$ cat config.mk
export PLATFORM = sky130hd
export DESIGN_NAME = spectral_growth_onset_detector_core
export DESIGN_NICKNAME = d
export VERILOG_FILES = /design/src/design/sgod_pkg.sv /design/src/design/sgod_ram.sv /design/src/design/sgod_ctrl.sv /design/src/design/sgod_dp.sv /design/src/design/spectral_growth_onset_detector_core.sv
export SDC_FILE = /design/constraint.sdc
export NUM_CORES = 2
export LEC_CHECK = 0
export ABC_CLOCK_PERIOD_IN_PS = 9230
export BUFFER_PORTS_ARGS = -buffer_cell sky130_fd_sc_hd__buf_4
export CAP_MARGIN = 40
export CORE_ASPECT_RATIO = 0.75
export CORE_UTILIZATION = 40
export CTS_CLUSTER_SIZE = 12
export DETAILED_ROUTE_END_ITERATION = 7
export PLACE_DENSITY_LB_ADDON = 0.3
export SKIP_LAST_GASP = 1
export SYNTH_ARGS = -nofsm -noshare
export SYNTH_HDL_FRONTEND = slang
export SYNTH_SLANG_ARGS = --single-unit
$ cat constraint.sdc
create_clock -name clock -period 9.23 [get_ports clock]
set_input_delay 1.846 -clock clock [delete_from_list [all_inputs] [get_ports clock]]
set_output_delay 1.846 -clock clock [all_outputs]
set_load 0.005 [all_outputs]
$ cat src/design/sgod_pkg.sv
// Shared types and constants for the spectral growth onset detector.
// No dependencies.
`default_nettype none
package sgod_pkg;
   localparam int MaxBands = 64;
   localparam int BandW = $clog2(MaxBands);
   localparam int CsrIdxW = 3;
   localparam int CsrDataW = 32;

   localparam logic [CsrIdxW-1:0] CSR_LO_THRESH  = 3'd0;
   localparam logic [CsrIdxW-1:0] CSR_HI_THRESH  = 3'd1;
   localparam logic [CsrIdxW-1:0] CSR_MIN_ENERGY = 3'd2;
   localparam logic [CsrIdxW-1:0] CSR_FIRST_BAND = 3'd3;
   localparam logic [CsrIdxW-1:0] CSR_LAST_BAND  = 3'd4;
   localparam logic [CsrIdxW-1:0] CSR_HOLD       = 3'd5;
   localparam logic [CsrIdxW-1:0] CSR_DECAY      = 3'd6;
   localparam logic [CsrIdxW-1:0] CSR_DEBOUNCE   = 3'd7;

   typedef enum logic [2:0] {
      ST_CLEAR, ST_IDLE, ST_READ, ST_DIV, ST_UPDATE, ST_OUT
   } state_type;

   typedef struct packed {
      logic clear_step;
      logic capture;
      logic div_start;
      logic update;
      logic out_load;
   } cmd_type;

   typedef struct packed {
      logic clear_last;
      logic div_done;
   } sts_type;
endpackage
`default_nettype wire

$ cat src/design/sgod_ram.sv
// Generic single-port RAM with registered read.
// No dependencies.
`default_nettype none
module sgod_ram #(
   parameter int Width = 8,
   parameter int Depth = 64
) (
   input  wire logic                     clock,
   input  wire logic                     wr_en,
   input  wire logic [$clog2(Depth)-1:0] addr,
   input  wire logic [Width-1:0]         wr_data,
   output logic      [Width-1:0]         rd_data
);
   logic [Width-1:0] mem [Depth];
   always_ff @(posedge clock) begin
      if (wr_en) mem[addr] <= wr_data;
      rd_data <= mem[addr];
   end
endmodule
`default_nettype wire

$ cat src/design/sgod_ctrl.sv
// Sequencer for the onset detector: clear pass, read, divide, update, output.
// Depends on sgod_pkg.
`default_nettype none
module sgod_ctrl (
   input  wire logic             clock,
   input  wire logic             reset,
   input  wire logic             req_valid,
   output logic                  req_ready,
   output logic                  rsp_valid,
   input  wire logic             rsp_ready,
   output sgod_pkg::cmd_type     cmd,
   input  wire sgod_pkg::sts_type sts
);
   import sgod_pkg::*;
   state_type state_ff, state_in;

   always_ff @(posedge clock) begin
      if (reset) state_ff <= ST_CLEAR;
      else state_ff <= state_in;
   end

   always_comb begin
      state_in = state_ff;
      unique case (state_ff)
         ST_CLEAR:  if (sts.clear_last) state_in = ST_IDLE;
         ST_IDLE:   if (req_valid) state_in = ST_READ;
         ST_READ:   state_in = ST_DIV;
         ST_DIV:    if (sts.div_done) state_in = ST_UPDATE;
         ST_UPDATE: state_in = ST_OUT;
         ST_OUT:    if (rsp_ready) state_in = ST_IDLE;
         default:   state_in = ST_CLEAR;
      endcase
   end

   always_comb begin
      cmd = '0;
      req_ready = 1'b0;
      rsp_valid = 1'b0;
      unique case (state_ff)
         ST_CLEAR:  cmd.clear_step = 1'b1;
         ST_IDLE:   begin
            req_ready = 1'b1;
            cmd.capture = req_valid;
         end
         ST_READ:   cmd.div_start = 1'b1;
         ST_DIV:    ;
         ST_UPDATE: cmd.update = 1'b1;
         ST_OUT:    rsp_valid = 1'b1;
         default:   ;
      endcase
   end
endmodule
`default_nettype wire

$ cat src/design/sgod_dp.sv
// Datapath: mask stores, restoring divider, sums and attack decision.
// Depends on sgod_pkg and sgod_ram.
`default_nettype none
module sgod_dp (
   input  wire logic                            clock,
   input  wire logic                            reset,
   input  wire sgod_pkg::cmd_type               cmd,
   output sgod_pkg::sts_type                    sts,
   input  wire logic                            csr_we,
   input  wire logic [sgod_pkg::CsrIdxW-1:0]    csr_index,
   input  wire logic [sgod_pkg::CsrDataW-1:0]   csr_wdata,
   input  wire logic [31:0]                     req_band_energy,
   input  wire logic                            req_is_last_band,
   output logic      [5:0]                      rsp_band_number,
   output logic      [23:0]                     rsp_band_growth,
   output logic                                 rsp_frame_done,
   output logic      [29:0]                     rsp_total_growth,
   output logic                                 rsp_attack
);
   import sgod_pkg::*;

   logic [30:0] lo_ff;
   logic [29:0] hi_ff;
   logic [31:0] emin_ff;
   logic [5:0]  first_ff, lastb_ff;
   logic [7:0]  hold_ff, decay_ff;
   logic [15:0] deb_ff;

   always_ff @(posedge clock) begin
      if (reset) begin
         lo_ff <= 31'd12288; hi_ff <= 30'd28672; emin_ff <= 32'd65536;
         first_ff <= 6'd0; lastb_ff <= 6'd63; hold_ff <= 8'd4;
         decay_ff <= 8'd179; deb_ff <= 16'd7;
      end else if (csr_we) begin
         unique case (csr_index)
            CSR_LO_THRESH:  lo_ff <= csr_wdata[30:0];
            CSR_HI_THRESH:  hi_ff <= csr_wdata[29:0];
            CSR_MIN_ENERGY: emin_ff <= csr_wdata;
            CSR_FIRST_BAND: first_ff <= csr_wdata[5:0];
            CSR_LAST_BAND:  lastb_ff <= csr_wdata[5:0];
            CSR_HOLD:       hold_ff <= csr_wdata[7:0];
            CSR_DECAY:      decay_ff <= csr_wdata[7:0];
            CSR_DEBOUNCE:   deb_ff <= csr_wdata[15:0];
            default:        ;
         endcase
      end
   end

   logic [BandW-1:0] clr_ff, pos_ff, addr;
   logic [31:0] e_ff;
   logic        last_ff;
   logic [31:0] mask_rd, mask_wd;
   logic [7:0]  hcnt_rd, hcnt_wd;
   logic        mem_we;

   always_ff @(posedge clock) begin
      if (reset) clr_ff <= '0;
      else if (cmd.clear_step) clr_ff <= clr_ff + 1'b1;
   end

   always_ff @(posedge clock) begin
      if (cmd.capture) begin
         e_ff <= req_band_energy;
         last_ff <= req_is_last_band;
      end
   end

   assign addr = cmd.clear_step ? clr_ff : pos_ff;

   sgod_ram #(.Width(32), .Depth(MaxBands)) u_mask (
      .clock(clock), .wr_en(mem_we), .addr(addr), .wr_data(mask_wd), .rd_data(mask_rd));
   sgod_ram #(.Width(8), .Depth(MaxBands)) u_hold (
      .clock(clock), .wr_en(mem_we), .addr(addr), .wr_data(hcnt_wd), .rd_data(hcnt_rd));

   // restoring divide: (E<<12) / (M+1), 44-bit quotient, 1 bit per cycle
   logic [43:0] quo_ff;
   logic [32:0] rem_ff, den_ff;
   logic [5:0]  cnt_ff;
   logic        busy_ff;
   logic [33:0] trial;

   assign trial = {rem_ff, quo_ff[43]} - {1'b0, den_ff};

   always_ff @(posedge clock) begin
      if (reset) busy_ff <= 1'b0;
      else if (cmd.div_start) busy_ff <= 1'b1;
      else if (busy_ff && cnt_ff == 6'd43) busy_ff <= 1'b0;
   end

   always_ff @(posedge clock) begin
      if (cmd.div_start) begin
         quo_ff <= {e_ff, 12'd0};
         rem_ff <= '0;
         den_ff <= {1'b0, mask_rd} + 33'd1;
         cnt_ff <= '0;
      end else if (busy_ff) begin
         cnt_ff <= cnt_ff + 6'd1;
         if (!trial[33]) begin
            rem_ff <= trial[32:0];
            quo_ff <= {quo_ff[42:0], 1'b1};
         end else begin
            rem_ff <= {rem_ff[31:0], quo_ff[43]};
            quo_ff <= {quo_ff[42:0], 1'b0};
         end
      end
   end
   assign sts = '{clear_last: (clr_ff == BandW'(MaxBands - 1)),
                  div_done: (busy_ff && cnt_ff == 6'd43)};

   logic        grow;
   logic [43:0] qm1;
   logic [23:0] g;
   assign grow = e_ff > mask_rd;
   assign qm1 = quo_ff - 44'd4096;
   assign g = !grow ? 24'd0 : (|qm1[43:24] ? 24'hFFFFFF : qm1[23:0]);

   logic [7:0]  dec;
   logic [39:0] prod;
   logic [7:0]  hinc;
   assign dec = decay_ff < 8'd13 ? 8'd13 : (decay_ff > 8'd243 ? 8'd243 : decay_ff);
   assign prod = mask_rd * dec;
   assign hinc = hcnt_rd == 8'hFF ? hcnt_rd : hcnt_rd + 8'd1;

   always_comb begin
      mem_we = cmd.clear_step | cmd.update;
      mask_wd = '0;
      hcnt_wd = '0;
      if (cmd.update) begin
         if (grow) mask_wd = e_ff;
         else begin
            hcnt_wd = hinc;
            mask_wd = hinc >= hold_ff ? prod[39:8] : mask_rd;
         end
      end
   end

   logic [29:0] gsum_ff, prev_ff;
   logic [37:0] esum_ff;
   logic        pend_ff;
   logic [15:0] dl_ff;
   logic [30:0] gs_add;
   logic [29:0] gsum_n;
   logic [38:0] es_add;
   logic [37:0] esum_n;
   logic        counted, arm, rel_t, rel_d, lo_neg;

   assign counted = pos_ff >= first_ff && pos_ff <= lastb_ff && g != 0;
   assign gs_add = {1'b0, gsum_ff} + {7'd0, g};
   assign gsum_n = !counted ? gsum_ff : (gs_add[30] ? 30'h3FFFFFFF : gs_add[29:0]);
   assign es_add = {1'b0, esum_ff} + {7'd0, e_ff};
   assign esum_n = es_add[38] ? '1 : es_add[37:0];
   assign lo_neg = lo_ff[30];
   assign arm = esum_n >= {6'd0, emin_ff} && gsum_n > hi_ff && !pend_ff && dl_ff == 0;
   assign rel_t = pend_ff && !lo_neg && lo_ff != 0 && {1'b0, gsum_n} < lo_ff;
   assign rel_d = pend_ff && lo_neg && gsum_n < prev_ff;

   always_ff @(posedge clock) begin
      if (reset || cmd.clear_step) begin
         pos_ff <= '0; gsum_ff <= '0; esum_ff <= '0; prev_ff <= '0;
         pend_ff <= 1'b0; dl_ff <= '0;
      end else if (cmd.update) begin
         if (last_ff) begin
            if (arm) begin
               pend_ff <= 1'b1;
               dl_ff <= deb_ff;
            end else begin
               if (rel_t || rel_d) pend_ff <= 1'b0;
               if (dl_ff != 0) dl_ff <= dl_ff - 16'd1;
            end
            prev_ff <= gsum_n;
            pos_ff <= '0; gsum_ff <= '0; esum_ff <= '0;
         end else begin
            pos_ff <= pos_ff + 1'b1;
            gsum_ff <= gsum_n; esum_ff <= esum_n;
         end
      end
   end

   always_ff @(posedge clock) begin
      if (cmd.update) begin
         rsp_band_number <= 6'(pos_ff);
         rsp_band_growth <= g;
         rsp_frame_done <= last_ff;
         rsp_total_growth <= last_ff ? gsum_n : 30'd0;
         rsp_attack <= last_ff && !arm && (rel_t || rel_d);
      end
   end
endmodule
`default_nettype wire

$ cat src/design/spectral_growth_onset_detector_core.sv
// Top level of the spectral growth onset detector.
// Depends on sgod_pkg, sgod_ctrl, sgod_dp.
//
// A band beat is accepted only while the core is idle. Its result passes through
// one RAM read, a 44-step restoring divider (one quotient bit per cycle) and one
// update step before it is presented. The next beat is accepted only once the
// result has been taken. After reset a clearing pass zeroes the mask and hold
// stores; no beat is accepted during it. CSR writes are taken any time.
`default_nettype none
module spectral_growth_onset_detector_core (
   input  wire logic                               clock,
   input  wire logic                               reset,
   input  wire logic                               req_valid,
   output logic                                    req_ready,
   input  wire logic [31:0]                        req_band_energy,
   input  wire logic                               req_is_last_band,
   output logic                                    rsp_valid,
   input  wire logic                               rsp_ready,
   output logic [5:0]                              rsp_band_number,
   output logic [23:0]                             rsp_band_growth,
   output logic                                    rsp_frame_done,
   output logic [29:0]                             rsp_total_growth,
   output logic                                    rsp_attack,
   input  wire logic                               csr_we,
   input  wire logic [sgod_pkg::CsrIdxW-1:0]       csr_index,
   input  wire logic [sgod_pkg::CsrDataW-1:0]      csr_wdata
);
   import sgod_pkg::*;
   cmd_type cmd;
   sts_type sts;

   sgod_ctrl u_ctrl (
      .clock(clock), .reset(reset), .req_valid(req_valid), .req_ready(req_ready),
      .rsp_valid(rsp_valid), .rsp_ready(rsp_ready), .cmd(cmd), .sts(sts));

   sgod_dp u_dp (
      .clock(clock), .reset(reset), .cmd(cmd), .sts(sts),
      .csr_we(csr_we), .csr_index(csr_index), .csr_wdata(csr_wdata),
      .req_band_energy(req_band_energy), .req_is_last_band(req_is_last_band),
      .rsp_band_number(rsp_band_number), .rsp_band_growth(rsp_band_growth),
      .rsp_frame_done(rsp_frame_done), .rsp_total_growth(rsp_total_growth),
      .rsp_attack(rsp_attack));
endmodule
`default_nettype wire

==> impl_metrics.tcl <==
set metrics [dict create \
    power.total_mw 35.11 \
    syn_nets 9805 \
    fin_util_pct 45.84 \
    rrSetupSlack_ps 800 \
    power.switching_mw 10.30 \
    fin_crit_sh_pct 91.34 \
    numCtsBuffers 315 \
    clk_latency_ps 910 \
    ys_top_cells_by_area "edfxtp_1 63%, dfxtp_1 5.5%, a22oi_1 5.0%" \
    peakVddDrop_uv 203.7 \
    cp-end-kind "flop" \
    reg2reg_to "u_dp.dl_ff[6]" \
    nNetsFinal 10040 \
    cp.required_ps 9950 \
    synth-simple-area-share_pct 7.245 \
    synth_common_cells "2720 x edfxtp_1, 865 x a22oi_1, 643 x nand2_1, 463 x clkbuf_1, 425 x inv_1" \
    synth_edf_count 2720 \
    cts.sinks 3079 \
    seq_power_share_pct 43.7 \
    crit_fanout 24 \
    wl_per_cell_um 30.11 \
    crit_end "u_dp.dl_ff[6]" \
    internal_power_mw 24.80 \
    worst_path_max_delay_cell "or4b_2" \
    netlist.area_leader.share_pct 62.99 \
    grt_overflow 0 \
    synthMostInstantiatedCell "edfxtp_1" \
    drt_iter0_markers 11850 \
    dieHeight_um 495.1 \
    vias 86060 \
    yosysSeqAreaShare_pct 68.53 \
    antenna_found_initial 27 \
    hold_viol 0 \
    ios 137 \
    cp-startpoint "u_dp.u_mask.rd_data[1]" \
    first_pass_iters 8 \
    crit_top_cell "buf_4" \
    run_status "completed" \
    drive_gt1_share_pct 10.78 \
    grt_first_pass_wirelength_mm 594.5 \
    ant_nets 0 \
    initial_utilization_pct 40.32 \
    p_comb_share_pct 22.8 \
    relSlewSlack_pct 26.25 \
    finalSetupViolCount 0 \
    slew_viol_final 0 \
    cts_tree "yes" \
    grt_util_met1_pct 37.23 \
    port_buffers 136 \
    rsz0062_at_grt "no" \
    criticalPathCategory "reg -> reg" \
    hold_slack_ps 454.5 \
    clock_skew_ps 91.47 \
    reg2reg_from "u_dp.u_mask.rd_data[1]" \
    syn-instance-count 9226 \
    hold_buffers 0 \
    design.core.area_um2 321600 \
    num_rows 180 \
    dieArea_um2 326500 \
    max_stage_delay_ps 660 \
    drc 0 \
    syn_area_per_cell_um2 14.05 \
    placed_cells 13420 \
    yosys_register_bits 3079 \
    hp-class "reg -> reg" \
    grt.met2_usage_pct 36.34 \
    synth_fa_ha_area_share_pct 5.931 \
    path_clk_slew_ps 60 \
    syn_area_um2 129700 \
    setup_slack_ps 799.7 \
    htreeDepth 5 \
    period_minus_slack_ps 8430 \
    clock_power_share_pct 33.4 \
    arrival_ps 9150 \
    tns_ps 0 \
    start_kind "flop" \
    p_per_area_nw_per_um2 238.1 \
    drv_cap 0 \
    grt_max_degree 113 \
    stdcell_area_um2 147400 \
    reg2reg_depth 32 \
    tightestPinTransition_ps 1106 \
    synth_top_cell_by_area "edfxtp_1" \
    yosysWarnings 0 \
    synth_xor_xnor_area_share_pct 1.033 \
    instances_no_fill 13920 \
    leakage_nw 45.38 \
    busiest_layer "met1" \
    clockBufferDepth 4 \
    finalWirelength_mm 419.0 \
    place_hpwl_mm 255.1 \
    synth_compound_area_share_pct 13.81 \
    cts_root_buffer "clkbuf_16" \
    place_area_um2 138300 \
    synth_top_family_by_area "compound AO/OA/AOI/OAI gates" \
    ys.flop_type "edfxtp_1" \
    place.gp.congestion 0.9186 \
    switching_share_pct 29.34 \
    fp.dieW_um 659.4 \
    area_delta_synth_final_pct 13.70 \
    fmax_mhz 118.6 \
    grt_pass1_vias 81600 \
    grt_usage_pct 24.93 \
    async_flop_share_pct 0 \
    place_ws_ps 781.1 \
    synthMuxAreaShare_pct 0.5674 \
    yosys.cell_types.count 98 \
    met3_usage_pct 5.786 \
    post_drt_via_cell_ratio 6.185 \
]
worst max-delay path, delay by kind of cell (launching register included):
kind / cells / cell delay [ps]
flops: 1 / 550
simple gates: 9 / 2010
buf+inv: 5 / 1320
compound gates: 15 / 3180
fa+ha+maj: 3 / 1160
power groups by stage:
stage	Clock [mW]	Sequential (mW)	Combinational (mW)
floorplan	0	15.6	5.32
finish	11.7	15.3	8.02
global placement	0	15.6	7.64
global route	12.3	15.4	8.74
CTS	11.9	15.3	7.87
detailed placement	0	15.6	7.81
cell usage in the layout, fill, tap and decap left out, types with 325 or more instances in the layout:
| cell type | instances |
|---|---|
| nand2_1 | 638 |
| inv_1 | 424 |
| buf_4 | 416 |
| a21oi_1 | 375 |
| edfxtp_1 | 2720 |
| clkbuf_16 | 326 |
| nor2_1 | 338 |
| a22oi_1 | 864 |
| dfxtp_1 | 358 |
| ha_1 | 325 |
metal layers:
layer,wire (um),vias up
met5,48,-
met2,178300,5256
met1,178300,43740
met3,50130,665
li1,-,36400
met4,12250,8
sequential cells by signal, summed over array words and instances, names as in the netlist, 24 cells and up:
register	count
u_dp.lo_ff	31
u_dp.u_mask.rd_data	32
u_dp.u_hold.mem	512
u_dp.esum_ff	38
u_dp.den_ff	33
u_dp.rsp_total_growth	30
u_dp.u_mask.mem	2048
u_dp.rem_ff	33
u_dp.emin_ff	32
u_dp.e_ff	32
u_dp.hi_ff	30
u_dp.gsum_ff	30
u_dp.prev_ff	30
u_dp.quo_ff	44
u_dp.rsp_band_growth	24
worst min-delay path by stage:
stage | startpoint | to | slack [ps] | depth (start not counted)
6_report | u_dp.prev_ff[13] | u_dp.prev_ff[13] | 450 | 2
2_1_floorplan | u_dp.last_ff | u_dp.rsp_frame_done | 420 | 0
4_1_cts | u_dp.prev_ff[7] | u_dp.prev_ff[7] | 450 | 2
3_5_place_dp | u_dp.prev_ff[7] | u_dp.prev_ff[7] | 450 | 2
5_1_grt | u_dp.prev_ff[10] | u_dp.prev_ff[10] | 470 | 2
3_3_place_gp | u_dp.prev_ff[15] | u_dp.prev_ff[15] | 450 | 2
cell type report:
class                      count  area [um2]
antenna                       19       47.55
fill                       27940      174200
multi-input combinational   5160       38100
timing repair buffer         482        4446
clock inverter                47       391.6
inverter                     427        1605
tap                         4277        5351
sequential                  3079       88870
clock buffer                 424        8616
logic make-up after synthesis:
kind of cell,after synthesis
buf+inv,987
flops,3079
mux,73
compound gates,2485
simple gates,1943
xor+xnor,153
fa+ha+maj,506
what timing repair did:
| action | CTS | global route |
|---|---|---|
| setup endpoints to repair | 0 | 6 |
| gates resized for setup | 0 | 0 |
| buffers inserted | 0 | 3 |
No activity file was read; power rests on OpenSTA's default activity.
